===== src/rtl/hlsa_pkg.sv =====
`timescale 1ns / 1ps

package hlsa_pkg;

	// hue angles in q16 degrees
	localparam logic [24:0] DEG60  = 25'd3932160;
	localparam logic [24:0] DEG120 = 25'd7864320;
	localparam logic [24:0] DEG180 = 25'd11796480;
	localparam logic [24:0] DEG240 = 25'd15728640;
	localparam logic [24:0] DEG360 = 25'd23592960;

	localparam logic [1:0] CFG_LIGHT = 2'd0;
	localparam logic [1:0] CFG_SAT   = 2'd1;

	typedef enum logic [1:0] {
		SEG_RISE,
		SEG_HIGH,
		SEG_FALL,
		SEG_LOW
	} seg_t;

	typedef struct packed {
		logic [7:0]  l;
		logic [18:0] sat_rem;
		logic [10:0] sat_den;
		logic [7:0]  sat_q;
		logic [18:0] hue_rem;
		logic [10:0] hue_den;
		logic [7:0]  hue_q;
	} div_t;

	typedef struct packed {
		logic [7:0] l;
		logic [7:0] s;
		logic [7:0] h;
	} hls_t;

	typedef struct packed {
		logic        grey;
		logic [7:0]  l;
		logic [16:0] hi;
		logic [16:0] lo;
		logic [24:0] hue;
	} rng_t;

endpackage


===== src/rtl/hlsa_fwd.sv =====
`timescale 1ns / 1ps

module hlsa_fwd (
	input  logic          clk,
	input  logic          arst_n,
	input  logic          en,
	input  logic          v_in,
	input  logic [7:0]    r,
	input  logic [7:0]    g,
	input  logic [7:0]    b,
	output logic          v_out,
	output hlsa_pkg::div_t d_out
);
	import hlsa_pkg::*;

	logic [7:0]  mx, mn, d;
	logic [8:0]  sm;
	logic [11:0] d6, n;
	div_t        nxt, d_s1;
	logic        v_s1;

	always_comb begin
		mx = r;
		mn = r;
		if (g > mx) mx = g;
		if (b > mx) mx = b;
		if (g < mn) mn = g;
		if (b < mn) mn = b;
		d  = mx - mn;
		sm = {1'b0, mx} + {1'b0, mn};
		d6 = {2'b0, d, 2'b0} + {3'b0, d, 1'b0};
		if (b == mx) begin
			n = {2'b0, d, 2'b0} + {4'b0, r} - {4'b0, g};
		end else if (g == mx) begin
			n = {3'b0, d, 1'b0} + {4'b0, b} - {4'b0, r};
		end else if (g > b) begin
			n = {4'b0, g} - {4'b0, b};
		end else begin
			n = d6 + {4'b0, g} - {4'b0, b};
		end
		nxt.l     = sm[8:1];
		nxt.sat_q = '0;
		nxt.hue_q = '0;
		if (d == 8'd0) begin
			// grey: zero numerators give zero quotients
			nxt.sat_rem = '0;
			nxt.sat_den = 11'd1;
			nxt.hue_rem = '0;
			nxt.hue_den = 11'd1;
		end else begin
			nxt.sat_rem = {3'b0, d, 8'b0} - {11'b0, d};
			nxt.sat_den = (sm <= 9'd255) ? {2'b0, sm} : {2'b0, 9'd510 - sm};
			nxt.hue_rem = {n[10:0], 8'b0} - {8'b0, n[10:0]};
			nxt.hue_den = d6[10:0];
		end
	end

	always_ff @(posedge clk or negedge arst_n) begin
		if (!arst_n) begin
			v_s1 <= 1'b0;
		end else if (en) begin
			v_s1 <= v_in;
		end
	end

	always_ff @(posedge clk) begin
		if (en) begin
			d_s1 <= nxt;
		end
	end

	assign v_out = v_s1;
	assign d_out = d_s1;

endmodule


===== config.mk =====
export PLATFORM = sky130hd
export DESIGN_NAME = hlsa_fwd
export DESIGN_NICKNAME = d
export VERILOG_FILES = /design/src/rtl/hlsa_pkg.sv /design/src/rtl/hlsa_fwd.sv
export SDC_FILE = /design/constraint.sdc
export NUM_CORES = 1
export LEC_CHECK = 0
export ABC_AREA = 0
export BUFFER_PORTS_ARGS = -buffer_cell sky130_fd_sc_hd__buf_4
export CELL_PAD_IN_SITES_DETAIL_PLACEMENT = 0
export CELL_PAD_IN_SITES_GLOBAL_PLACEMENT = 1
export CORE_MARGIN = 2
export CORE_UTILIZATION = 35
export CTS_BUF_LIST = sky130_fd_sc_hd__clkbuf_8 sky130_fd_sc_hd__clkbuf_16
export CTS_CLUSTER_DIAMETER = 80
export DETAILED_ROUTE_END_ITERATION = 8
export PLACE_DENSITY = 0.77
export SLEW_MARGIN = 25
export SYNTH_ARGS = -nofsm -noshare
export SYNTH_HDL_FRONTEND = slang
export SYNTH_SLANG_ARGS = --single-unit

===== constraint.sdc =====
create_clock -name clk -period 0.9 [get_ports clk]
set_input_delay 0.135 -clock clk [delete_from_list [all_inputs] [get_ports clk]]
set_output_delay 0.135 -clock clk [all_outputs]
set_load 0.005 [all_outputs]

==> results.ini <==
[status]
outcome=finished, violations left
violations=setup timing

[global_route]
grt_pass1_vias=7847
initial_antenna_violation_count=0
grt_usage=0.223
grt_start_max_net_pins=23
grt_first_pass_wirelength_um=41400
grt.overflow.total=0

[drt]
drt_iter0_markers=504
routed-via-count=8172
post-route-drc-count=0
drt_pass1_iterations=6
routed_length_per_placed_instance_um=17.7
drt.antenna.violating_nets=0
avgViaCountPerCell=5.10
wire_length_after_detailed_routing_um=28400

[yosys]
syn-cell-area_um2=7760
synth_flop_type=sky130_fd_sc_hd__edfxtp_1
syn_area_per_cell_um2=9.15
number_of_register_bits_inferred_by_synthesis=63
asyncSetResetFlopFracSynth=0.0159
synth_edf_count=62
ys.warnings.count=0
yosysSeqAreaShare=0.243
synthCells=848
yosys.cell_types.count=76

[layout]
synthToLayoutAreaGrowth_pct=80.2
final_core_utilization=0.641
final-instance-count-excl-fill=1601
design.final.nets=1468
most-common-layout-cells=sky130_fd_sc_hd__buf_4, sky130_fd_sc_hd__buf_6, sky130_fd_sc_hd__edfxtp_1, sky130_fd_sc_hd__inv_1, sky130_fd_sc_hd__ha_1
drive_gt1_frac=0.578
final_common_cell=sky130_fd_sc_hd__buf_4
final_design_area_no_fill_um2=14000
antenna-diode-count=0

[run]
maxCapViolations=0

[sta]
timing.final.setup_violations=128
holdWs_ps=43.8
worst_clock_skew_ps=0
fin_ws_ps=-7070
period_needed_ps=7970
worst_pin_slew_ps=706
maxSlewViolCount=0
max_freq_ghz=0.125
hold_viol=0
period_share=8.86
max_slew_margin=0.524
grt_setup_unrepaired=true

[worst_setup_path]
crit_path_top_delay_cell=sky130_fd_sc_hd__fa_1
crit_path_start_kind=primary input
setup.worst_path.class=primary input to flip-flop
arrival_worst_endpoint_ps=8060
timing.rr.start=v_out
critical_path.max_fanout=5
critPathMaxStageDelay_ps=500
r2r-end=v_out
reg2regPathDepth=1
critical_path.most_common_cell=sky130_fd_sc_hd__ha_4
ff2ff_setup_slack_ps=150
cp-startpoint=r[6]
worst-endpoint-required_ps=980
timing.critical_path.to_type=flip-flop

[place]
place_inst=1518
routabilityCongestion=0.948
buffer_ports.inserted=94
post_place_cell_area_um2=11500
detailedPlacementHpwl_um=21800

[clock_network]
cts_tree=yes
ctsLongestPathBuffers=2
tritoncts_num_sinks=63
clkSlewWorstSetupHoldPaths_ps=60
cts.htree.levels=3
cts_inserted_buffers=9
clock_latency_ps=320
clock_root_buffer=sky130_fd_sc_hd__clkbuf_16

[worst_hold_path]
hold-path-cell-count=2
startpoint_of_the_lowest_slack_hold_path=v_in
worstHoldEndpoint=v_out
hp-class=primary input to flip-flop

[die]
placement_rows=54
start_util=0.356
die_w_um=153
die-height_um=153
floorplan.io_pins=113
floorplan.die_area_um2=23400
floorplan.core_area_um2=21800

[routing by layer]
layer  global-route usage  wire length [µm]  share of wire  up-vias
met1                0.302             12600           0.44     3916
met5                    0                 0              0        -
met2                0.374             13700           0.48      269
met4               0.0697               729          0.026        0
li1                     -                 -              -     3943
met3               0.0241              1370          0.048       44
[flip-flops by register name, indices dropped and copies added (netlist names)]
signal / cells
d_out: 62
v_out: 1
[synthesized netlist by cell type, drive strengths merged (13+ instances only)]
master | n | area share
a21o | 13 | 0.013
a21oi | 74 | 0.049
buf | 29 | 0.029
clkbuf | 13 | 0.0063
edfxtp | 62 | 0.24
fa | 27 | 0.070
ha | 97 | 0.16
inv | 86 | 0.042
mux2 | 14 | 0.021
mux2i | 19 | 0.025
nand2 | 29 | 0.014
nand3 | 14 | 0.0090
nor2 | 74 | 0.036
nor2b | 13 | 0.010
o21ai | 52 | 0.034
o21bai | 18 | 0.017
xnor2 | 52 | 0.059
xor2 | 26 | 0.029
[cell families (layout without fill, tap and decap cells)]
family	Yosys count	in the layout	share of synthesized area
simple gates	184	185	0.117
flops	63	63	0.243
compound gates	234	234	0.197
fa+ha+maj	124	124	0.226
buf+inv	129	583	0.0769
other cells	1	19	0.000483
mux	33	33	0.0453
xor+xnor	80	80	0.0938
[stage by stage]
step / setup WS [ps] / TNS [ps]
2_1_floorplan: -7210 / -297380
3_3_place_gp: -7490 / -327250
3_5_place_dp: -7620 / -332940
4_1_cts: -7080 / -302520
5_1_grt: -7440 / -317580
6_report: -7070 / -301840
[layout make-up]
class / instances / area, µm²
fillers: 1739 / 7840
multi-input cells: 675 / 7100
repair buffers: 480 / 3990
flip-flops and latches: 63 / 1890
inverters: 87 / 362
well taps: 280 / 350
clock buffers: 11 / 253
clock inverters: 5 / 50.0
[critical path, delay by kind of cell]
family / cells / cell delay [ps]
AOI/OAI and AO/OA: 17 / 2680
buffers and inverters: 11 / 1110
xor gates and xnor gates: 3 / 330
adders and majority gates: 8 / 2500
and+or+nand+nor: 9 / 1250
[worst max path at each step]
stage | to | slack, ps | cells after the start
finish | d_out[30] | -7070 | 48
floorplan | d_out[35] | -7210 | 45
CTS | d_out[36] | -7080 | 44
global placement | d_out[32] | -7490 | 46
detailed placement | d_out[36] | -7620 | 46
global route | d_out[30] | -7440 | 48
[timing repair]
action                                  CTS  global route
pin swaps                                53           107
hold endpoints to repair                  1             0
gates resized for setup                 122           237
setup buffers                            29            40
endpoints found under the setup margin  128           128
gates cloned                              1             3
hold buffers                              1             0
Power is not shown: default switching activity piles up to over one toggle a cycle in this logic, so the estimate is an artifact.
