<file path="src/rtl/hlsa_pkg.sv">
`timescale 1ns / 1ps

package hlsa_pkg;

	// hue angles in q16 degrees
	localparam logic [24:0] DEG60  = 25'd3932160;
	localparam logic [24:0] DEG120 = 25'd7864320;
	localparam logic [24:0] DEG180 = 25'd11796480;
	localparam logic [24:0] DEG240 = 25'd15728640;
	localparam logic [24:0] DEG360 = 25'd23592960;

	localparam logic [1:0] CFG_LIGHT = 2'd0;
	localparam logic [1:0] CFG_SAT   = 2'd1;

	typedef enum logic [1:0] {
		SEG_RISE,
		SEG_HIGH,
		SEG_FALL,
		SEG_LOW
	} seg_t;

	typedef struct packed {
		logic [7:0]  l;
		logic [18:0] sat_rem;
		logic [10:0] sat_den;
		logic [7:0]  sat_q;
		logic [18:0] hue_rem;
		logic [10:0] hue_den;
		logic [7:0]  hue_q;
	} div_t;

	typedef struct packed {
		logic [7:0] l;
		logic [7:0] s;
		logic [7:0] h;
	} hls_t;

	typedef struct packed {
		logic        grey;
		logic [7:0]  l;
		logic [16:0] hi;
		logic [16:0] lo;
		logic [24:0] hue;
	} rng_t;

endpackage

</file>
<file path="src/rtl/hlsa_chan.sv">
`timescale 1ns / 1ps

module hlsa_chan (
	input  logic               clk,
	input  logic               en,
	input  logic [16:0]        hi,
	input  logic [16:0]        lo,
	input  logic signed [25:0] ang,
	output logic [7:0]         val
);
	import hlsa_pkg::*;

	logic signed [25:0] aw;
	logic [24:0]        au;
	logic [21:0]        t;
	seg_t               seg;
	logic [21:0]        t_s1;
	seg_t               seg_s1, seg_s2;
	logic [16:0]        hi_s1, lo_s1, hi_s2, lo_s2, v_s3;
	logic [16:0]        diff;
	logic [38:0]        prod;
	logic [19:0]        z_s2;
	logic [40:0]        qp;
	logic [16:0]        v;
	logic [24:0]        ov;
	logic [7:0]         val_s4;

	always_comb begin
		aw = ang;
		if (ang > $signed({1'b0, DEG360})) begin
			aw = ang - $signed({1'b0, DEG360});
		end else if (ang < 26'sd0) begin
			aw = ang + $signed({1'b0, DEG360});
		end
		au = aw[24:0];
		t  = '0;
		if (au < DEG60) begin
			seg = SEG_RISE;
			t   = au[21:0];
		end else if (au < DEG180) begin
			seg = SEG_HIGH;
		end else if (au < DEG240) begin
			seg = SEG_FALL;
			t   = 22'(DEG240 - au);
		end else begin
			seg = SEG_LOW;
		end
	end

	always_ff @(posedge clk) begin
		if (en) begin
			t_s1   <= t;
			seg_s1 <= seg;
			hi_s1  <= hi;
			lo_s1  <= lo;
		end
	end

	assign diff = hi_s1 - lo_s1;
	assign prod = {22'b0, diff} * {17'b0, t_s1};

	always_ff @(posedge clk) begin
		if (en) begin
			z_s2   <= prod[37:18];
			seg_s2 <= seg_s1;
			hi_s2  <= hi_s1;
			lo_s2  <= lo_s1;
		end
	end

	// divide by 15 through a reciprocal
	assign qp = {21'b0, z_s2} * 41'd1118482;

	always_comb begin
		case (seg_s2)
			SEG_RISE, SEG_FALL: v = lo_s2 + {1'b0, qp[39:24]};
			SEG_HIGH:           v = hi_s2;
			default:            v = lo_s2;
		endcase
	end

	always_ff @(posedge clk) begin
		if (en) begin
			v_s3 <= v;
		end
	end

	assign ov = {8'b0, v_s3} * 25'd255;

	always_ff @(posedge clk) begin
		if (en) begin
			val_s4 <= ov[23:16];
		end
	end

	assign val = val_s4;

endmodule

</file>
<file path="config.mk">
export PLATFORM = sky130hd
export DESIGN_NAME = hlsa_chan
export DESIGN_NICKNAME = d
export VERILOG_FILES = /design/src/rtl/hlsa_pkg.sv /design/src/rtl/hlsa_chan.sv
export SDC_FILE = /design/constraint.sdc
export NUM_CORES = 1
export LEC_CHECK = 0
export ABC_AREA = 1
export BUFFER_PORTS_ARGS = -buffer_cell sky130_fd_sc_hd__buf_2
export CORE_AREA = 2 2 212 214
export DETAILED_ROUTE_END_ITERATION = 7
export DIE_AREA = 0 0 214 216
export PLACE_DENSITY = 0.76
export SETUP_SLACK_MARGIN = 0.2
export SYNTH_ARGS = -nofsm -noshare
export SYNTH_HDL_FRONTEND = slang
export SYNTH_SLANG_ARGS = --single-unit
</file>
<file path="constraint.sdc">
create_clock -name clk -period 20.5 [get_ports clk]
set_input_delay 0 -clock clk [delete_from_list [all_inputs] [get_ports clk]]
set_output_delay 0 -clock clk [all_outputs]
set_load 0.01 [all_outputs]
</file>
==> qor.yml <==
job:
  maxCapViolCount: 0
setup_path:
  crit_required_ns: 20.69
  crit_type: "reg -> reg"
  crit_path_frequent_cell: "fa_1"
  startpoint_type: "register"
  cp-end-kind: "register"
  worstPathArrival_ns: 8.37
  rrSetupSlack_ns: 12.32
  cpPeakStageDelay_ns: 0.71
  path_max_fanout: 12
  cp_slowest_cell: "xor2_1"
synth:
  yosys.area_share.simple_pct: 16.9
  synth_top_family_by_area: "adder cells"
  yosys-top-cells-area: "fa_1 (31%), edfxtp_1 (16%), ha_1 (15%)"
  synth_compound_area_share_pct: 6.58
  ys_async_sr_fraction_pct: 0
  synth_edf_count: 139
  synth_xor_area_share_pct: 2.26
  synth_fa_ha_area_share_pct: 46.4
  syn_inst: 3056
  syn_area_mm2: 0.0260
  synth_seq_area_share_pct: 16.0
  synth_top_area_share_pct: 31.2
  synth_fp_nets: 3838
  synth_mux_area_share_pct: 0
  synth_top_area_cell: "fa_1"
  netlist_top_cells_count: "inv_1 (717), nand2_1 (596), fa_1 (406), ha_1 (314), nor2_1 (234)"
  synth_most_common_cell: "inv_1"
  synth_area_per_cell_um2: 8.51
  synthFlopType: "edfxtp_1"
  synth_seq_cells: 139
  synth_cell_types: 54
  yosysWarnings: 0
finish:
  fin_nets: 3927
  drive_gt1_share_pct: 6.37
  area_growth_pct: 7.28
  diodes: 0
  nFillCells: 3677
timing:
  hold_viol_final: 0
  worst_slew_pin_slew_ns: 1.05
  rsz0062_at_grt: "no"
  finalCritPeriodShare_pct: 39.9
  fin_skew_ns: 0.0193
  timing.fmax_mhz: 122
  timing.setup.tns_ns: 0
  slew_viol_final: 0
  slew_headroom_pct: 29.5
  period_minus_slack_ns: 8.18
  setup_viol: 0
clock_network:
  ctsHoldBuffers: 52
  post_cts_resized: 0
  cts_made_buffers: 17
  clk_latency_ns: 0.45
  path_clk_slew_ns: 0.06
  clock-sinks: 139
  postCtsSetupRepairBufs: 0
  clockRootBuffer: "clkbuf_16"
  clk_path_buf_depth: 2
  cts_tree: "built"
  cts_max_level: 4
drt:
  wire_per_inst_um: 18.0
  detail-route-antenna-nets: 0
  routed_wl_um: 67300
  firstDrtPassIters: 5
  via_count: 20600
  viasPerCell: 5.50
  route.detailed.drc: 0
  drt-initial-drc-count: 1327
grt:
  first_global_vias: 22000
  antenna_found_initial: 0
  grt_usage_pct: 30.4
  gr-total-overflow: 0
  grt_pass1_wl_um: 111000
  grt_max_degree: 87
floorplan:
  start_util_pct: 59.3
  dieArea_mm2: 0.0462
  coreArea_mm2: 0.0438
  dieWidth_um: 214
  io_pins: 70
  rows: 77
  fp.dieH_um: 216
run_status:
  outcome: "completed"
placement:
  port-buffer-count: 69
  hpwl_um: 55600
  gp_routability_congestion: 0.999
hold_path:
  min_path_type: "in -> reg"
## worst paths after layout
path	start	endpoint	depth (start not counted)
setup reg to reg	lo_s1[0]	z_s2[17]	29
hold reg to reg	seg_s1[0]	seg_s2[0]	0
hold / removal	ang[18]	t_s1[18]	3
setup / recovery	lo_s1[0]	z_s2[17]	29
## flip-flops by register name, summed over array words and instances, names as in the netlist
register	cells
val	8
v_s3	17
t_s1	22
hi_s2	17
z_s2	20
seg_s1	2
lo_s1	17
seg_s2	2
lo_s2	17
hi_s1	17
## critical path, delay by kind of cell (launching register included)
family	cells	cell delay [ns]
xor gates and xnor gates	1	0.71
buffers and inverters	5	0.70
AOI/OAI and AO/OA	6	1.22
DFF	1	0.38
adders and majority gates	9	4.01
and+or+nand+nor	8	0.92
## cell usage in the layout, fill, tap and decap left out, types with 7 or more instances in the layout
cell,instances
inv_1,717
nand2_1,596
fa_1,406
ha_1,314
nor2_1,234
edfxtp_1,139
a21oi_1,121
nand3_1,93
o21ai_0,73
buf_2,68
xor2_1,54
dlygate4sd3_1,52
nand4_1,23
nor3_1,21
a21o_1,21
nand2_2,21
nor2_2,17
clkbuf_16,17
inv_2,16
o21ai_2,14
or2_2,13
clkinv_1,13
xnor2_1,13
a31oi_1,11
o21a_1,7
nand2_4,7
## cell type report
| type | count | area, um2 | share of cell area, % |
|---|---|---|---|
| Clock buffer | 17 | 425 | 1.52 |
| Clock inverter | 13 | 119 | 0.426 |
| Inverter | 746 | 2800 | 10.0 |
| Multi-Input combinational cell | 2118 | 18800 | 67.2 |
| Sequential cell | 139 | 4170 | 15.0 |
| Tap cell | 592 | 741 | 2.65 |
| Timing Repair Buffer | 123 | 887 | 3.18 |
## through the flow
step           hold slack, ns  cell area (um2)  utilization (%)  cells  setup slack (ns)
3_5_place_dp            0.178            26800             61.2   3666             12.39
6_report               0.0533            27900             63.7   3748             12.32
5_1_grt                0.0501            27900             63.7   3748             11.79
4_1_cts                0.0409            27900             63.7   3748             12.40
3_3_place_gp            0.176            26800             61.2   3666             12.62
2_1_floorplan          0.0989            26000                -   3056             13.57
## per-layer routing
layer / vias up / share of wire (%) / global-route usage (%) / routed length (um)
met4: 0 / 5.2 / 15.1 / 3530
li1: 9573 / - / - / -
met3: 198 / 5.7 / 3.45 / 3840
met2: 768 / 49 / 53.0 / 32800
met1: 10100 / 40 / 37.5 / 27100
met5: - / 0 / 0 / 0
## kinds of logic (layout without fill, tap and decap cells)
kind of cell | count (synthesis) | count (layout)
AOI/OAI and AO/OA | 288 | 288
xor gates and xnor gates | 67 | 67
adders and majority gates | 720 | 720
buffers and inverters | 799 | 899
DFF | 139 | 139
and+or+nand+nor | 1043 | 1043
Power is not shown: default switching activity piles up to over one toggle a cycle in this logic, so the estimate is an artifact.
