<file path="src/rtl/hlsa_pkg.sv">
`timescale 1ns / 1ps

package hlsa_pkg;

	// hue angles in q16 degrees
	localparam logic [24:0] DEG60  = 25'd3932160;
	localparam logic [24:0] DEG120 = 25'd7864320;
	localparam logic [24:0] DEG180 = 25'd11796480;
	localparam logic [24:0] DEG240 = 25'd15728640;
	localparam logic [24:0] DEG360 = 25'd23592960;

	localparam logic [1:0] CFG_LIGHT = 2'd0;
	localparam logic [1:0] CFG_SAT   = 2'd1;

	typedef enum logic [1:0] {
		SEG_RISE,
		SEG_HIGH,
		SEG_FALL,
		SEG_LOW
	} seg_t;

	typedef struct packed {
		logic [7:0]  l;
		logic [18:0] sat_rem;
		logic [10:0] sat_den;
		logic [7:0]  sat_q;
		logic [18:0] hue_rem;
		logic [10:0] hue_den;
		logic [7:0]  hue_q;
	} div_t;

	typedef struct packed {
		logic [7:0] l;
		logic [7:0] s;
		logic [7:0] h;
	} hls_t;

	typedef struct packed {
		logic        grey;
		logic [7:0]  l;
		logic [16:0] hi;
		logic [16:0] lo;
		logic [24:0] hue;
	} rng_t;

endpackage

</file>
<file path="src/rtl/hlsa_div.sv">
`timescale 1ns / 1ps

module hlsa_div (
	input  logic           clk,
	input  logic           arst_n,
	input  logic           en,
	input  logic           v_in,
	input  hlsa_pkg::div_t d_in,
	output logic           v_out,
	output hlsa_pkg::hls_t q_out
);
	import hlsa_pkg::*;

	div_t st_s  [8];
	logic vld_s [8];

	// one quotient bit per stage, both lanes in step
	for (genvar k = 0; k < 8; k++) begin : g_step
		localparam int SH = 7 - k;
		div_t        src, nxt;
		logic        vsrc;
		logic [18:0] sd, hd;

		if (k == 0) begin : g_first
			assign src  = d_in;
			assign vsrc = v_in;
		end else begin : g_next
			assign src  = st_s[k-1];
			assign vsrc = vld_s[k-1];
		end

		assign sd = {8'b0, src.sat_den} << SH;
		assign hd = {8'b0, src.hue_den} << SH;

		always_comb begin
			nxt = src;
			if (src.sat_rem >= sd) begin
				nxt.sat_rem   = src.sat_rem - sd;
				nxt.sat_q[SH] = 1'b1;
			end
			if (src.hue_rem >= hd) begin
				nxt.hue_rem   = src.hue_rem - hd;
				nxt.hue_q[SH] = 1'b1;
			end
		end

		always_ff @(posedge clk or negedge arst_n) begin
			if (!arst_n) begin
				vld_s[k] <= 1'b0;
			end else if (en) begin
				vld_s[k] <= vsrc;
			end
		end

		always_ff @(posedge clk) begin
			if (en) begin
				st_s[k] <= nxt;
			end
		end
	end

	assign v_out   = vld_s[7];
	assign q_out.l = st_s[7].l;
	assign q_out.s = st_s[7].sat_q;
	assign q_out.h = st_s[7].hue_q;

endmodule

</file>
<file path="config.mk">
export PLATFORM = sky130hd
export DESIGN_NAME = hlsa_div
export DESIGN_NICKNAME = d
export VERILOG_FILES = /design/src/rtl/hlsa_pkg.sv /design/src/rtl/hlsa_div.sv
export SDC_FILE = /design/constraint.sdc
export NUM_CORES = 1
export LEC_CHECK = 0
export BUFFER_PORTS_ARGS = -buffer_cell sky130_fd_sc_hd__buf_4
export CORE_ASPECT_RATIO = 0.9
export CORE_MARGIN = 1
export CORE_UTILIZATION = 30
export CTS_CLUSTER_SIZE = 16
export DETAILED_ROUTE_END_ITERATION = 6
export SLEW_MARGIN = 15
export SYNTH_ARGS = -nofsm -noshare
export SYNTH_HDL_FRONTEND = slang
export SYNTH_SLANG_ARGS = --single-unit
</file>
<file path="constraint.sdc">
create_clock -name clk -period 2.9 [get_ports clk]
set_input_delay 0.145 -clock clk [delete_from_list [all_inputs] [get_ports clk]]
set_output_delay 0.145 -clock clk [all_outputs]
set_load 0.02 [all_outputs]
</file>
==> Flow_metrics.wiki <==
{| class="wikitable"
! Metric !! Value
|-
| Post-Syn Nets || between 2k and 3k
|-
| Worst EP required || 3.24 ns
|-
| Post-Synthesis Cells || 2283
|-
| Relative area change from synthesis to final layout || 21.72%
|-
| Post-synth top flop || sky130_fd_sc_hd__edfxtp_1
|-
| Final weighted congestion in routability-driven placement || 0.8316
|-
| First-iteration detailed-routing DRC count || 931
|-
| Clock tree from TritonCTS || built
|-
| Cell type with the largest total area after synthesis || sky130_fd_sc_hd__edfxtp_1
|-
| Worst relative slew slack || 0.5620
|-
| Area inside the core boundary || ~97000 µm²
|-
| Share of async-settable or async-resettable flops after synthesis || 0.01290
|-
| Worst setup SP type || register
|-
| Tightest Pin Transition || 0.6569 ns
|-
| Wire length per cell || 13.84 µm
|-
| Pin count of the biggest net entering global routing || 85
|-
| Die height || 300.1 µm
|-
| Flip-flop and latch count after synthesis || 620
|-
| Clock-pin slew of the registers on the worst-case setup and hold paths || roughly 0.060 ns
|-
| Share of the synthesized area in the top cell type || 0.6204
|-
| Antenna diode count || 0
|-
| Max capacitance violation total || 0
|-
| Number of flops mapped to enable cells by yosys || 612
|-
| Kind of end point of the critical path || register
|-
| Biggest area contributors in the synthesized netlist || sky130_fd_sc_hd__edfxtp_1 (62%), sky130_fd_sc_hd__ha_1 (7.4%), sky130_fd_sc_hd__inv_1 (2.7%)
|-
| Placed cells || between 3k and 4k
|-
| Cell Area, Synth || 29620 µm²
|-
| Share of cells above drive strength 1 || 0.1499
|-
| Mean area per synthesized cell || about 13 µm²
|-
| Wirelength, routed || around 54000 µm
|-
| Number of warnings issued by yosys || 0
|-
| Number of H-tree levels || 3
|-
| Critical Setup Path Class || reg2reg
|-
| Static leakage || roughly 14 nW
|-
| Root buffer cell || sky130_fd_sc_hd__clkbuf_16
|-
| Vias per Instance || ~4.6
|-
| Global route total overflow || 0
|-
| Register area share after synthesis || 0.6272
|-
| Number of buffers on the longest clock path || 3
|-
| Antenna violations before repair || 0
|-
| TNS Setup || 0 ns
|-
| Via count of the first global-routing pass || 17.92k
|-
| Number of vias in the routed layout || 17.96k
|-
| Number of placed I/O pins || 113
|-
| DRT antenna net count || 0
|-
| Starting density of the core || 0.3049
|-
| Count of standard-cell rows || 108
|-
| Setup-failing EPs final || 0
|-
| Min-Delay Path Class || in2reg
|-
| Synth cell count leaders || sky130_fd_sc_hd__edfxtp_1 (612), sky130_fd_sc_hd__inv_1 (217), sky130_fd_sc_hd__ha_1 (176), sky130_fd_sc_hd__o21ai_0 (155), sky130_fd_sc_hd__nand2_1 (139)
|-
| Period utilization || 0.9837
|-
| Placed wire-length estimate after detailed placement || 39340 µm
|-
| Peak supply drop || 0.0004371 V
|-
| Top-count cell post-synth || sky130_fd_sc_hd__edfxtp_1
|-
| Wire length of the first global-routing pass || 89400 µm
|-
| Worst Skew || 0.02645 ns
|-
| Sink Count || 620
|-
| Die footprint || ~100000 µm²
|-
| Number of detailed-route iterations in the first pass || 5
|-
| Slew Viols, Final || 0
|-
| Maximum frequency from static timing analysis || 350.5 MHz
|-
| Final non-filler cell total || 3927
|-
| Final-stage net count || 2886
|-
| Min Tclk post-route || about 2.9 ns
|-
| Count of buffers from port buffering || around 110
|-
| Setup repair after global routing missed its margin || yes
|-
| Total power per unit cell area || 812.0 nW/µm²
|-
| Count of different cell masters after synthesis || 74
|-
| Arrival time at the worst endpoint || 3.20 ns
|-
| Result of the run || complete, no violations
|-
| Die extent in x || 333.2 µm
|-
| Number of remaining DRC errors || 0
|-
| Skew-Pair Late Insertion Delay || just over 0.6 ns
|-
| Hold Vio Cnt, Final || 0
|-
| Crit Path Max Fanout || 7
|-
| Number of filler cells placed in the layout || 9236
|-
| Number of buffers created by CTS || 69
|-
| Total GRT Usage || 0.1083
|}
## worst max-delay path: stages (launching register included)
cell                        delay, ns
sky130_fd_sc_hd__edfxtp_1        0.38
sky130_fd_sc_hd__inv_2           0.10
sky130_fd_sc_hd__ha_4            0.13
sky130_fd_sc_hd__inv_2           0.04
sky130_fd_sc_hd__fa_2            0.36
sky130_fd_sc_hd__a21o_1          0.19
sky130_fd_sc_hd__a31o_4          0.24
sky130_fd_sc_hd__a2111oi_4       0.38
sky130_fd_sc_hd__o21ai_1         0.13
sky130_fd_sc_hd__a21boi_1        0.15
sky130_fd_sc_hd__buf_4           0.20
sky130_fd_sc_hd__mux2_4          0.31
## final cells by class
| cell class | count | area [µm²] | area share |
|---|---|---|---|
| clock inverters | 38 | 337.8 | 0.009369 |
| inverters | 218 | 818.3 | 0.02269 |
| well taps | 1265 | 1583 | 0.04390 |
| repair buffers | 283 | 2520 | 0.06989 |
| clock buffers | 87 | 1908 | 0.05292 |
| flip-flops and latches | 620 | 18580 | 0.5153 |
| multi-input cells | 1416 | 10310 | 0.2860 |
## path summary, 6_finish.rpt
check / from / end / slack (ns) / depth (start not counted)
max reg2reg: st_s[0][108] / st_s[0][201] / 0.05 / 11
min in group asynchronous: arst_n / g_step[5].vsrc / 0.52 / 3
max: st_s[0][108] / st_s[0][201] / 0.05 / 11
min reg2reg: st_s[0][247] / st_s[0][331] / 0.40 / 0
min: d_in[74] / st_s[0][74] / 0.08 / 4
max in group asynchronous: arst_n / g_step[1].vsrc / 2.10 / 3
## layer usage
layer	routed length [µm]	GRT usage	part of all wire	up-vias
li1	-	-	-	9153
met1	26070	0.1441	0.48	8424
met2	24810	0.1757	0.46	295
met3	2023	0.02045	0.037	85
met4	1433	0.03972	0.026	0
met5	0	0	0	-
## layout by cell type (no fill, tap or decap), drive strengths merged, types with 41 or more instances in the layout
| cell | Yosys | final |
|---|---|---|
| clkbuf | 25 | 88 |
| xnor2 | 77 | 77 |
| inv | 218 | 218 |
| nor2 | 114 | 114 |
| edfxtp | 612 | 612 |
| buf | 4 | 195 |
| dlygate4sd3 | 0 | 87 |
| o21ai | 156 | 156 |
| nand2 | 139 | 139 |
| xor2 | 74 | 74 |
| ha | 176 | 176 |
| a21o | 47 | 47 |
| a21oi | 137 | 137 |
| mux2 | 41 | 41 |
## state kept, by name (all words and copies together) (netlist names)
signal / cells
g_step.vsrc: 7
st_s: 612
v_out: 1
## power by group
| part | leakage (nW) | total, W | internal, W | switching (W) |
|---|---|---|---|---|
| logic | 6.65 | 0.00794 | 0.00379 | 0.00415 |
| registers | 6.02 | 0.0129 | 0.0119 | 0.000912 |
| clock network | 1.08 | 0.00848 | 0.00504 | 0.00344 |
## per-stage QoR
step / area [µm²] / total power [W] / hold WS [ns] / util / worst slack [ns]
finish: 36060 / 0.02928 / 0.07814 / 0.3711 / 0.04731
CTS: 35830 / 0.02947 / 0.02144 / 0.3687 / 0.02455
detailed placement: 32660 / 0.02066 / -0.02679 / 0.3362 / -0.1233
global route: 36060 / 0.03114 / 0.03463 / 0.3711 / -0.05412
global placement: 32660 / 0.02056 / -0.03485 / 0.3362 / -0.1268
floorplan: 29630 / 0.01842 / -0.1506 / - / 0.001593
## what timing repair did
item,4_1_cts,5_1_grt
setup endpoints to repair,21,60
hold buffers,87,0
endpoints found under the hold margin,93,0
cloned,0,1
pin swaps,3,11
gates resized for setup,4,38
buffers inserted,4,3
## kinds of logic (layout without fill, tap and decap cells)
family	Yosys count	after routing	synth area share
flip-flops	620	620	0.6272
AND/OR/NAND/NOR	533	533	0.09212
adder cells (fa/ha/maj)	190	190	0.08380
AO/OA/AOI/OAI	493	493	0.1025
XOR/XNOR	151	151	0.04465
buffers and inverters	247	626	0.03151
multiplexers	49	49	0.01829
No activity file was read; power rests on OpenSTA's default activity.
