==> src/rtl/hlsa_pkg.sv <==
`timescale 1ns / 1ps

package hlsa_pkg;

	// hue angles in q16 degrees
	localparam logic [24:0] DEG60  = 25'd3932160;
	localparam logic [24:0] DEG120 = 25'd7864320;
	localparam logic [24:0] DEG180 = 25'd11796480;
	localparam logic [24:0] DEG240 = 25'd15728640;
	localparam logic [24:0] DEG360 = 25'd23592960;

	localparam logic [1:0] CFG_LIGHT = 2'd0;
	localparam logic [1:0] CFG_SAT   = 2'd1;

	typedef enum logic [1:0] {
		SEG_RISE,
		SEG_HIGH,
		SEG_FALL,
		SEG_LOW
	} seg_t;

	typedef struct packed {
		logic [7:0]  l;
		logic [18:0] sat_rem;
		logic [10:0] sat_den;
		logic [7:0]  sat_q;
		logic [18:0] hue_rem;
		logic [10:0] hue_den;
		logic [7:0]  hue_q;
	} div_t;

	typedef struct packed {
		logic [7:0] l;
		logic [7:0] s;
		logic [7:0] h;
	} hls_t;

	typedef struct packed {
		logic        grey;
		logic [7:0]  l;
		logic [16:0] hi;
		logic [16:0] lo;
		logic [24:0] hue;
	} rng_t;

endpackage

==> src/rtl/hlsa_back.sv <==
`timescale 1ns / 1ps

module hlsa_back (
	input  logic           clk,
	input  logic           arst_n,
	input  logic           en,
	input  logic           v_in,
	input  hlsa_pkg::hls_t d_in,
	output logic           v_out,
	output hlsa_pkg::rng_t d_out
);
	import hlsa_pkg::*;

	// x * 65536 / 65025, exact for x up to 65025
	function automatic logic [16:0] to_q16(input logic [15:0] x);
		logic [41:0] pr;
		pr = {26'b0, x} * 42'd33752070;
		return {1'b0, x} + {7'b0, pr[41:32]};
	endfunction

	logic [15:0] ls, l255, s255;
	logic [16:0] hin, lon, l510;
	logic [15:0] hin_s1, lon_s1;
	logic [24:0] hm_s1;
	logic [10:0] h7_s1;
	logic [7:0]  l_s1;
	logic        grey_s1, v_s1, v_s2;
	logic [22:0] hf;
	rng_t        d_s2;

	always_comb begin
		ls   = {8'b0, d_in.l} * {8'b0, d_in.s};
		l255 = {d_in.l, 8'b0} - {8'b0, d_in.l};
		s255 = {d_in.s, 8'b0} - {8'b0, d_in.s};
		l510 = {d_in.l, 9'b0} - {8'b0, d_in.l, 1'b0};
		if (d_in.l <= 8'd127) begin
			hin = {1'b0, l255} + {1'b0, ls};
		end else begin
			hin = {1'b0, l255} + {1'b0, s255} - {1'b0, ls};
		end
		lon = l510 - hin;
	end

	always_ff @(posedge clk) begin
		if (en) begin
			hin_s1  <= hin[15:0];
			lon_s1  <= lon[15:0];
			hm_s1   <= {17'b0, d_in.h} * 25'd92521;
			h7_s1   <= {d_in.h, 3'b0} - {3'b0, d_in.h};
			l_s1    <= d_in.l;
			grey_s1 <= d_in.s == 8'd0;
		end
	end

	assign hf = {12'b0, h7_s1} * 23'd3856;

	always_ff @(posedge clk) begin
		if (en) begin
			d_s2.grey <= grey_s1;
			d_s2.l    <= l_s1;
			d_s2.hi   <= to_q16(hin_s1);
			d_s2.lo   <= to_q16(lon_s1);
			d_s2.hue  <= hm_s1 + {18'b0, hf[22:16]};
		end
	end

	always_ff @(posedge clk or negedge arst_n) begin
		if (!arst_n) begin
			v_s1 <= 1'b0;
			v_s2 <= 1'b0;
		end else if (en) begin
			v_s1 <= v_in;
			v_s2 <= v_s1;
		end
	end

	assign v_out = v_s2;
	assign d_out = d_s2;

endmodule

==> config.mk <==
export PLATFORM = sky130hd
export DESIGN_NAME = hlsa_back
export DESIGN_NICKNAME = d
export VERILOG_FILES = /design/src/rtl/hlsa_pkg.sv /design/src/rtl/hlsa_back.sv
export SDC_FILE = /design/constraint.sdc
export NUM_CORES = 1
export LEC_CHECK = 0
export ABC_CLOCK_PERIOD_IN_PS = 6400
export BUFFER_PORTS_ARGS = -buffer_cell sky130_fd_sc_hd__buf_2
export CAP_MARGIN = 20
export CORE_MARGIN = 2
export CORE_UTILIZATION = 40
export CTS_CLUSTER_DIAMETER = 80
export DETAILED_ROUTE_END_ITERATION = 10
export PLACE_DENSITY = 0.69
export SYNTH_ARGS = -nofsm -noshare
export SYNTH_HDL_FRONTEND = slang
export SYNTH_SLANG_ARGS = --single-unit
==> constraint.sdc <==
create_clock -name clk -period 6.4 [get_ports clk]
set_input_delay 0.32 -clock clk [delete_from_list [all_inputs] [get_ports clk]]
set_output_delay 0.32 -clock clk [all_outputs]
set_load 0.05 [all_outputs]
==> impl_metrics.json, run 1 <==
{
  "run_status": "finished with violations",
  "violations": "setup timing",
  "io-pin-count": 97,
  "finalSetupViolCount": 8,
  "vias": 14900,
  "synth_fp_nets": 2527,
  "crit_path_max_fanout": 5,
  "ys.flop_type": "edfxtp_1",
  "finalNetCount": 2921,
  "core_area_um2": 47500,
  "drtAntennaViolNets": 0,
  "synth_warnings": 0,
  "yosysTopAreaCell": "ha_1",
  "rsz0062_at_grt": "yes",
  "fin_setup_tns_ns": -0.693,
  "synth_top_family_by_area": "adder cells",
  "synth_enable_flop_cells": 143,
  "synth_xor_area_share_pct": 7.24,
  "fmax_ghz": 0.152,
  "antenna_found_initial": 0,
  "initial_core_util_pct": 40.4,
  "drt_iter0_markers": 638,
  "period_share_pct": 103,
  "fin_area_um2": 24400,
  "numPortBuffers": 96,
  "postSynthAreaPerCell_um2": 10.1,
  "drc": 0,
  "start_kind": "primary input",
  "grt_pass1_wl_mm": 78.3,
  "grt.overflow.total": 0,
  "cts_sinks": 145,
  "antenna_cells": 0,
  "grt_max_degree": 89,
  "drive_gt1_share_pct": 27.4,
  "synthAdderAreaFrac_pct": 43.9,
  "htree_levels": 4,
  "synth-seq-cells": 145,
  "track_usage_pct": 19.9,
  "root_buffer": "clkbuf_16",
  "hold_viol": 0,
  "routed_wirelength_mm": 48.1,
  "critPathCaptureType": "flip-flop",
  "first_pass_iters": 4,
  "vias_per_cell": 5.07,
  "cts-buffers-inserted": 17,
  "place_area_um2": 22400,
  "critPathArrivalTime_ns": 6.79,
  "ys_seq_area_share_pct": 22.6,
  "synthCells": 1911,
  "rows": 80,
  "synth_top_area_share_pct": 29.1,
  "fin_ws_ns": -0.191,
  "period_needed_ns": 6.59,
  "die-height_um": 223,
  "cts_tree": "built",
  "cpPeakStageDelay_ns": 0.51,
  "syn-cell-area_um2": 19200,
  "yosys-top-cells-area": "ha_1 (29%), edfxtp_1 (22%), fa_1 (15%)",
  "gp_congestion": 0.904,
  "clockBufferDepth": 2,
  "ff2ff_path_depth": 32,
  "hp-class": "primary input to flip-flop",
  "tightest_slew_ns": 0.823,
  "die_area_um2": 49800,
  "dp_hpwl_mm": 39.2,
  "routedWlPerCell_um": 16.4,
  "clock_latency_ns": 0.47,
  "synthDistinctLibCells": 68,
  "synthSimpleGateAreaFrac_pct": 8.98,
  "synth_compound_area_share_pct": 9.56,
  "path_clk_slew_ns": 0.06,
  "slew_headroom_pct": 45.2,
  "first_global_vias": 15900,
  "maxSlewViolCount": 0,
  "crit_slowest_cell": "fa_1",
  "cp.required_ns": 6.60,
  "muxShareOfSynthArea_pct": 0.378,
  "timing_worst_setup_path_type": "primary input to flip-flop",
  "worstHoldPathCells": 1,
  "cap_violations": 0,
  "synthArstFlopShare_pct": 1.38,
  "die_width_um": 223,
  "areaGrowthSynthToFinish_pct": 27.1,
  "fin_skew_ns": 0.00926
}
synth_stat cells, types with 4 or more instances:
library cell	instances
o21ai_0	52
clkinv_1	5
clkbuf_1	12
or3_1	4
nor3b_1	4
o21a_1	15
nor3_1	22
or2_2	6
a21oi_1	101
nand2b_1	10
mux2i_1	5
a21o_1	38
fa_1	141
xor2_1	41
ha_1	447
a31oi_1	14
and2_1	12
nor2_1	127
a211oi_1	12
inv_1	351
xnor2_1	109
o21bai_1	20
nand2_1	71
and3_1	13
o211ai_1	4
o31ai_1	5
edfxtp_1	143
nor4_1	4
nor2b_1	14
nand4_1	22
nand3_1	28
metrics by stage:
step                hold slack (ns)  instances  setup slack (ns)  util (%)
floorplan                    0.0244       1911            -0.351         -
global placement              0.107       2836            -0.573      47.2
detailed placement            0.107       2836            -0.754      47.2
CTS                          0.0205       2910           -0.0865      49.9
global route                 0.0542       2933            -0.469      51.4
finish                       0.0717       2933            -0.191      51.4
repair_timing:
| item | in CTS | in global routing |
|---|---|---|
| pin swaps | 74 | 99 |
| hold buffers | 1 | 0 |
| endpoints found under the hold margin | 2 | 0 |
| setup endpoints to repair | 21 | 39 |
| resized for setup | 104 | 103 |
| setup buffers | 42 | 28 |
layer usage:
layer / routed length, µm / up-vias / track usage, %
met1: 21300 / 7221 / 24.7
met5: 0 / - / 0
met3: 1770 / 80 / 3.54
li1: - / 7314 / -
met2: 23700 / 267 / 34.5
met4: 1370 / 0 / 7.38
sequential cells by signal, indices dropped and copies added, names as in the netlist:
name and flops:
d_out 68, hm_s1 25, hin_s1 16, lon_s1 15, h7_s1 10, l_s1 8
grey_s1 1, v_out 1, v_s1 1
logic make-up (layout without fill, tap and decap cells):
| kind of cell | count (synthesis) | after routing |
|---|---|---|
| AOI/OAI and AO/OA | 290 | 290 |
| xor gates and xnor gates | 153 | 153 |
| adders and majority gates | 589 | 589 |
| buffers and inverters | 373 | 780 |
| DFF | 145 | 145 |
| muxes | 7 | 7 |
| and+or+nand+nor | 354 | 354 |
cell usage in the layout, fill, tap and decap left out, drive strengths merged, types with 12 or more instances in the layout:
| cell | netlist | layout |
|---|---|---|
| a211oi | 14 | 14 |
| nor3 | 23 | 23 |
| nor2b | 14 | 14 |
| buf | 2 | 388 |
| inv | 354 | 362 |
| edfxtp | 143 | 143 |
| a21o | 40 | 40 |
| clkbuf | 12 | 17 |
| a31oi | 14 | 14 |
| xor2 | 42 | 42 |
| nand4 | 23 | 23 |
| o21a | 15 | 15 |
| o21bai | 20 | 20 |
| ha | 447 | 447 |
| a21oi | 101 | 101 |
| and3 | 13 | 13 |
| xnor2 | 110 | 110 |
| and2 | 12 | 12 |
| nand3 | 28 | 28 |
| nor2 | 127 | 127 |
| nand2 | 71 | 71 |
| fa | 141 | 141 |
| o21ai | 53 | 53 |
critical path, delay by kind of cell:
family	cells	cell delay, ns
buf+inv	8	0.49
compound gates	10	1.40
xor+xnor	3	0.64
simple gates	2	0.30
fa+ha+maj	10	3.65
layout make-up:
| type | count | area [µm²] |
|---|---|---|
| clock inverter | 15 | 144 |
| timing repair buffer | 389 | 2820 |
| inverter | 359 | 1410 |
| clock buffer | 17 | 425 |
| fill | 4099 | 23100 |
| sequential | 145 | 4340 |
| tap | 615 | 769 |
| multi-input combinational | 1393 | 14500 |
final timing paths:
kind	start	endpoint	slack, ns
setup / recovery	d_in[17]	lon_s1[15]	-0.19
hold / removal	d_in[17]	l_s1[1]	0.07
setup reg to reg	hin_s1[14]	d_out[55]	-0.08
hold reg to reg	grey_s1	d_out[67]	0.42
max in group asynchronous	arst_n	v_s1	6.16
min in group asynchronous	arst_n	v_out	0.15
Power of run 1 is not shown: default switching activity piles up to over one toggle a cycle in this logic, so the estimate is an artifact.
==> run 2, diff against run 1 <==
--- a/config.mk
+++ b/config.mk
@@ -8,6 +8,7 @@
 export ABC_CLOCK_PERIOD_IN_PS = 6400
 export BUFFER_PORTS_ARGS = -buffer_cell sky130_fd_sc_hd__buf_2
 export CAP_MARGIN = 20
+export CORE_ASPECT_RATIO = 1.1
 export CORE_MARGIN = 2
 export CORE_UTILIZATION = 40
 export CTS_CLUSTER_DIAMETER = 80
==> impl_metrics.json, run 2 (synthesized netlist as in run 1, its figures left out) <==
{
  "vias": 14700,
  "die_area_um2": 49800,
  "hp-class": "primary input to flip-flop",
  "hold_viol": 0,
  "clockBufferDepth": 2,
  "period_needed_ns": 6.64,
  "die-height_um": 234,
  "htree_levels": 4,
  "crit_start": "d_in[19]",
  "drt_iter0_markers": 563,
  "run_status": "finished with violations",
  "drive_gt1_share_pct": 26.9,
  "rows": 84,
  "timing_worst_setup_path_type": "primary input to flip-flop",
  "finalSetupViolCount": 4,
  "rsz0062_at_grt": "yes",
  "root_buffer": "clkbuf_16",
  "ff2ff_path_depth": 29,
  "gp_congestion": 0.893,
  "cts_sinks": 145,
  "final_common_cell": "ha_1",
  "first_pass_iters": 6,
  "largest_register_ffs": 68,
  "routed_wirelength_mm": 46.7,
  "grt_max_degree": 75,
  "drtAntennaViolNets": 0,
  "crit_top_cell": "ha_4",
  "worstHoldPathCells": 1,
  "fill_cells": 4185,
  "crit_slowest_cell": "fa_1",
  "final_cell_mix": "ha_1 (413), inv_1 (323), buf_4 (262)",
  "grt.overflow.total": 0,
  "start_kind": "primary input",
  "clock_latency_ns": 0.45,
  "cap_violations": 0,
  "numPortBuffers": 96,
  "crit_path_max_fanout": 4,
  "critPathCaptureType": "flip-flop",
  "cts-buffers-inserted": 17,
  "dp_hpwl_mm": 38.5,
  "track_usage_pct": 19.0,
  "holdCritStartpoint": "d_in[17]",
  "dp_cells": 2860,
  "grt_pass1_wl_mm": 74.5,
  "vias_per_cell": 4.98,
  "reg2reg_from": "hin_s1[15]",
  "path_clk_slew_ns": 0.07,
  "fin_ws_ns": -0.240,
  "first_global_vias": 15400,
  "slew_headroom_pct": 37.8,
  "critPathArrivalTime_ns": 6.84,
  "finalNetCount": 2908,
  "fmax_ghz": 0.151,
  "cts_tree": "built",
  "drc": 0,
  "tightest_slew_ns": 0.934,
  "core_area_um2": 47600,
  "initial_core_util_pct": 40.3,
  "cpPeakStageDelay_ns": 0.52,
  "maxSlewViolCount": 0,
  "fin_cells": 2950,
  "antenna_found_initial": 0,
  "areaGrowthSynthToFinish_pct": 27.2,
  "violations": "setup timing",
  "period_share_pct": 104,
  "antenna_cells": 0,
  "io-pin-count": 97,
  "fin_skew_ns": 0.0110,
  "r2r_setup_slack_ns": 0.08,
  "routedWlPerCell_um": 15.8,
  "die_width_um": 213,
  "cp.required_ns": 6.60
}
run 2: cell count changes in the layout (fill, tap and decap cells not counted), sizes merged:
cell	delta
buf	-13
inv	-5
clkbuf	+4
bufinv	+1
clkinv	+1
clkinvlp	-1
run 2: worst paths after layout:
path | endpoint
max | lon_s1[15]
min | l_s1[1]
max in group asynchronous | v_s1
min in group asynchronous | v_out
max reg2reg | d_out[54]
min reg2reg | d_out[67]
run 2: cell type report:
type	instances	area (µm²)	share of cell area, %
Sequential cell	145	4340	17.8
Tap cell	645	807	3.30
Timing Repair Buffer	376	2760	11.3
Clock buffer	21	450	1.84
Clock inverter	11	108	0.440
Multi-Input combinational cell	1393	14500	59.5
Inverter	359	1410	5.78
run 2: per-layer routing:
metal  track usage (%)  wire length (µm)  up-vias
li1                  -                 -     7286
met1              23.6             20400     7095
met2              33.3             23200      227
met3              3.05              1710       85
met4              7.01              1440        0
met5                 0                 0        -
run 2: worst max-delay path, delay by kind of cell:
kind            cells  cell delay [ns]
fa+ha+maj          10             3.44
compound gates      9             1.46
xor+xnor            4             0.77
buf+inv             7             0.51
simple gates        2             0.31
run 2: metrics by stage:
| stage | setup WS, ns | area, µm² | TNS (ns) | hold slack [ns] | util [%] |
|---|---|---|---|---|---|
| after floorplan | -0.351 | 19600 | -0.499 | 0.0244 | - |
| after global placement | -0.646 | 22500 | -3.27 | 0.104 | 47.2 |
| after detailed placement | -0.760 | 22500 | -6.12 | 0.105 | 47.2 |
| after CTS | -0.176 | 23700 | -0.286 | 0.0535 | 49.7 |
| after global routing | -0.436 | 24400 | -3.90 | 0.0574 | 51.3 |
| final | -0.240 | 24400 | -0.409 | 0.0760 | 51.3 |
run 2: what timing repair did:
| item | CTS | global route |
|---|---|---|
| resized for setup | 79 | 148 |
| endpoints found under the hold margin | 2 | 0 |
| hold buffers | 1 | 0 |
| buffers inserted | 40 | 23 |
| endpoints found under the setup margin | 27 | 34 |
| pin swaps | 51 | 101 |
Power of run 2 is left out for the same reason.
